**src/hdl/tbp_pkg.sv**
```systemverilog
// Shared types and codes for the trigram backoff predictor.
// No dependencies; used by tbp_argmax and trigram_backoff_predictor_core.
package tbp_pkg;

    // Field widths fixed by the stream format
    localparam int TOKEN_W  = 5;
    localparam int CTXLEN_W = 2;
    localparam int LEVEL_W  = 2;
    localparam int S_DATA_W = 24;
    localparam int M_DATA_W = 8;

    // Operation carried in s_axis_tuser
    localparam logic OP_TRAIN   = 1'b0;
    localparam logic OP_PREDICT = 1'b1;

    // Backoff level codes
    localparam logic [LEVEL_W-1:0] LVL_UNI = 2'd0;
    localparam logic [LEVEL_W-1:0] LVL_BI  = 2'd1;
    localparam logic [LEVEL_W-1:0] LVL_TRI = 2'd2;

    // Control from the sequencer to the row scanner
    typedef struct packed {
        logic start;   // clear running best before a new row
        logic valid;   // read data of this cycle belongs to the row
    } scan_ctrl_t;

endpackage

```
**src/hdl/tbp_argmax.sv**
```systemverilog
// Running argmax over one row of counts streamed from a count memory.
// Depends on tbp_pkg (scan_ctrl_t).
module tbp_argmax #(
    parameter int IDX_W = 5,
    parameter int CNT_W = 16
) (
    input  logic                clk,
    input  logic                rst_n,
    input  tbp_pkg::scan_ctrl_t ctrl,
    input  logic [IDX_W-1:0]    idx,
    input  logic [CNT_W-1:0]    cnt,
    output logic [IDX_W-1:0]    best_idx,
    output logic                best_nz
);

    logic [CNT_W-1:0] top_reg, top_next;
    logic [IDX_W-1:0] pick_reg, pick_next;

    always_comb
    begin
        top_next  = top_reg;
        pick_next = pick_reg;
        if (ctrl.start)
        begin
            top_next  = '0;
            pick_next = '0;
        end
        else if (ctrl.valid && (cnt > top_reg))
        begin
            // strict compare keeps the smaller index on ties
            top_next  = cnt;
            pick_next = idx;
        end
    end

    always_ff @(posedge clk or negedge rst_n)
    begin
        if (!rst_n)
        begin
            top_reg  <= '0;
            pick_reg <= '0;
        end
        else
        begin
            top_reg  <= top_next;
            pick_reg <= pick_next;
        end
    end

    assign best_idx = pick_reg;
    assign best_nz  = (top_reg != '0);

endmodule
```
**config.mk**
```make
export PLATFORM = sky130hd
export DESIGN_NAME = tbp_argmax
export DESIGN_NICKNAME = d
export VERILOG_FILES = /design/src/hdl/tbp_pkg.sv /design/src/hdl/tbp_argmax.sv
export SDC_FILE = /design/constraint.sdc
export NUM_CORES = 1
export LEC_CHECK = 0
export ABC_CLOCK_PERIOD_IN_PS = 2200
export BUFFER_PORTS_ARGS = -buffer_cell sky130_fd_sc_hd__buf_4
export CAP_MARGIN = 20
export CORE_ASPECT_RATIO = 0.7
export CORE_MARGIN = 2
export CORE_UTILIZATION = 34
export DETAILED_ROUTE_END_ITERATION = 7
export SYNTH_ARGS = -nofsm -noshare
export SYNTH_HDL_FRONTEND = slang
export SYNTH_SLANG_ARGS = --single-unit
```
**constraint.sdc**
```tcl
create_clock -name clk -period 2.2 [get_ports clk]
set_input_delay 0.22 -clock clk [delete_from_list [all_inputs] [get_ports clk]]
set_output_delay 0.22 -clock clk [all_outputs]
set_load 0.005 [all_outputs]
```
==> impl_metrics.yaml <==
outcome:
  status: "finished, violations left"
  violations: "setup timing"
placement:
  io_buffers: 30
  place_hpwl_um: 2400
  gp_congestion: 0.768
  place_area_sq_um: 1850
yosys:
  synth_top_area_share_pct: 34.7
  netlist_area_sq_um: 1520
  yosysMostFrequentCell: "nand2b_1"
  netlist_instances: 152
  ys_warn_count: 0
  synth-edff-count: 0
  synthTopCellsByCount: "nand2b_1, dfrtp_1, mux2i_1"
  yosysSeqAreaShare_pct: 34.7
  synth_cell_types: 22
  synth_top_area_cell: "dfrtp_1"
  syn-num-nets: 193
  async_reset_ff_share_pct: 100
  ys.flop_type: "dfrtp_1"
  synth_seq_cells: 21
  yosys-top-cells-area: "dfrtp_1, mux2i_1, ha_1, nand2b_1, or2b_1"
  syn_area_per_cell_sq_um: 9.97
drt:
  firstDrtPassIters: 4
  drt-wirelength-per-cell_um: 13.9
  vias: 1212
  postRouteAntennaNets: 0
  drt-initial-drc-count: 33
  routed_wirelength_um: 3520
  drc_errors: 0
  avgViaCountPerCell: 4.81
setup_path:
  path_cells: "inv_1 -> ha_1 -> nand4_1 -> or4_4 -> a21oi_2 -> a21oi_2 -> a31oi_4 -> buf_6 -> mux2i_1"
  cpMaxStageDelayCell: "or4_4"
  worstPathRequired_ns: 2.39
  critical_path_class: "reg -> reg"
  arrival_ns: 2.42
  endpoint_kind: "flop"
  path_buf_inv: 2
  r2r_end: "top_reg[6]"
  cpLargestDelayFamily: "simple AND/OR/NAND/NOR gates"
  critPathLaunchType: "flop"
  cpMostUsedCell: "a21oi_2"
  slowest_delay_ns: 0.44
  reg2reg_depth: 9
  r2r_start: "top_reg[10]"
  r2r_setup_slack_ns: -0.02
  cp_max_fo: 7
sta:
  period_share_pct: 101
  fin_crit_ns: 2.22
  worst_slew_pin_slew_ns: 0.438
  hold_viol_final: 0
  max_freq_mhz: 449
  fin_skew_ns: 0.0109
  max_slew_margin_pct: 70.5
  timing.hold.ws_ns: 0.200
  setup-tns-final_ns: -0.239
  setup_violations: 17
  fin_ws_ns: -0.0249
  rsz0062_at_grt: "true"
  final_max_slew_viol_count: 0
pwr:
  power_density_nw_per_um2: 514
  p_leak_nw: 0.913
  ir_drop_uv: 214
  power_mw: 1.05
global_routing:
  overflow: 0
  grt_pass1_wl_um: 5730
  grt_pass1_vias: 1205
  grt_use_total_pct: 15.0
  antenna_found_initial: 0
  grt_max_degree: 43
floorplanning:
  die_h_um: 59.9
  dieArea_sq_um: 5010
  core_area_sq_um: 4300
  pin_count: 31
  rows: 20
  initial_core_util_pct: 35.2
  die_w_um: 83.8
cells_and_area:
  drive_gt1_share_pct: 32.5
  largest_reg_flops: 16
  final_util_pct: 47.3
  seqCellArea_sq_um: 526
  multi_input_area_sq_um: 966
  final_nets: 239
  antennaDiodeCount: 0
  fill_cells: 415
  area_growth_pct: 34.4
  stdcell_area_sq_um: 2040
cts:
  ctsRootBufferMaster: "clkbuf_8"
  cts_tree: "built"
  cts_max_level: 1
  clk_latency_ns: 0.27
  clock_path_buffers: 2
  clkSinkCount: 21
  cts_inserted_buffers: 3
  clk_pin_slew_worst_paths_ns: 0.09
hold_path:
  hold_path_depth: 3
  hp-class: "in -> reg"
  holdPathEnd: "best_idx[3]"
  min_from: "idx[3]"
job:
  drv_cap: 0
[layout by cell type (no fill, tap or decap), types with 3 or more instances in the layout]
master and instances:
clkbuf_8 3, nand2b_1 26, dfrtp_1 21, nor2_1 3
ha_4 5, ha_1 11, nand4_1 3, or2b_1 16
a21oi_1 6, buf_6 3, inv_1 13, nor4_1 4
buf_4 43, mux2i_1 21, inv_2 3
[power by group]
part,switching (mW),total [mW],internal (mW)
registers,0.0201,0.435,0.415
clock network,0.145,0.274,0.128
logic,0.154,0.337,0.183
[cell type report]
class / instances / area share, %
inverters: 16 / 2.95
clock buffers: 3 / 2.03
clock inverters: 1 / 0.369
repair buffers: 47 / 18.0
flip-flops and latches: 21 / 25.8
well taps: 55 / 3.38
multi-input cells: 109 / 47.4
[logic make-up after synthesis]
family / synth area share (%)
flip-flops: 34.7
buffers and inverters: 6.44
AO/OA/AOI/OAI: 6.61
AND/OR/NAND/NOR: 25.2
adder cells (fa/ha/maj): 13.2
multiplexers: 13.9
[worst max path at each step]
stage / from / to / cells after the start
after floorplan: top_reg[15] / best_idx[0] / 9
after global placement: top_reg[6] / best_idx[1] / 9
after detailed placement: top_reg[6] / best_idx[2] / 9
after CTS: top_reg[15] / top_reg[7] / 10
after global routing: top_reg[10] / top_reg[7] / 9
final: top_reg[10] / top_reg[6] / 9
[per-layer routing]
metal  wire (um)  vias up  global-route usage, %  share of wire, %
li1            -      600                      -                 -
met3         185        5                   3.59               5.3
met4          43        0                   4.15               1.2
met5           0        -                      0                 0
met1        1670      571                   19.3                48
met2        1610       36                   25.6                46
[through the flow]
stage | setup WS [ns] | std cells
2_1_floorplan | 0.0846 | 152
3_3_place_gp | 0.0152 | 240
3_5_place_dp | -0.0752 | 240
4_1_cts | -0.0386 | 254
5_1_grt | -0.135 | 252
6_report | -0.0249 | 252
[worst reg2reg max path, stage by stage (launching register included)]
cell	delay, ns
dfrtp_1	0.39
inv_1	0.07
ha_1	0.30
nand4_1	0.12
or4_4	0.44
a21oi_2	0.14
a21oi_2	0.06
a31oi_4	0.23
buf_6	0.19
mux2i_1	0.20
[repair_timing]
item / 4_1_cts / 5_1_grt
hold buffers: 1 / 0
resized for setup: 12 / 4
setup endpoints to repair: 21 / 21
pin swaps: 1 / 0
cloned: 1 / 0
endpoints found under the hold margin: 21 / 0
setup buffers: 8 / 1
Note: power is estimated with default switching activity, not from simulation.
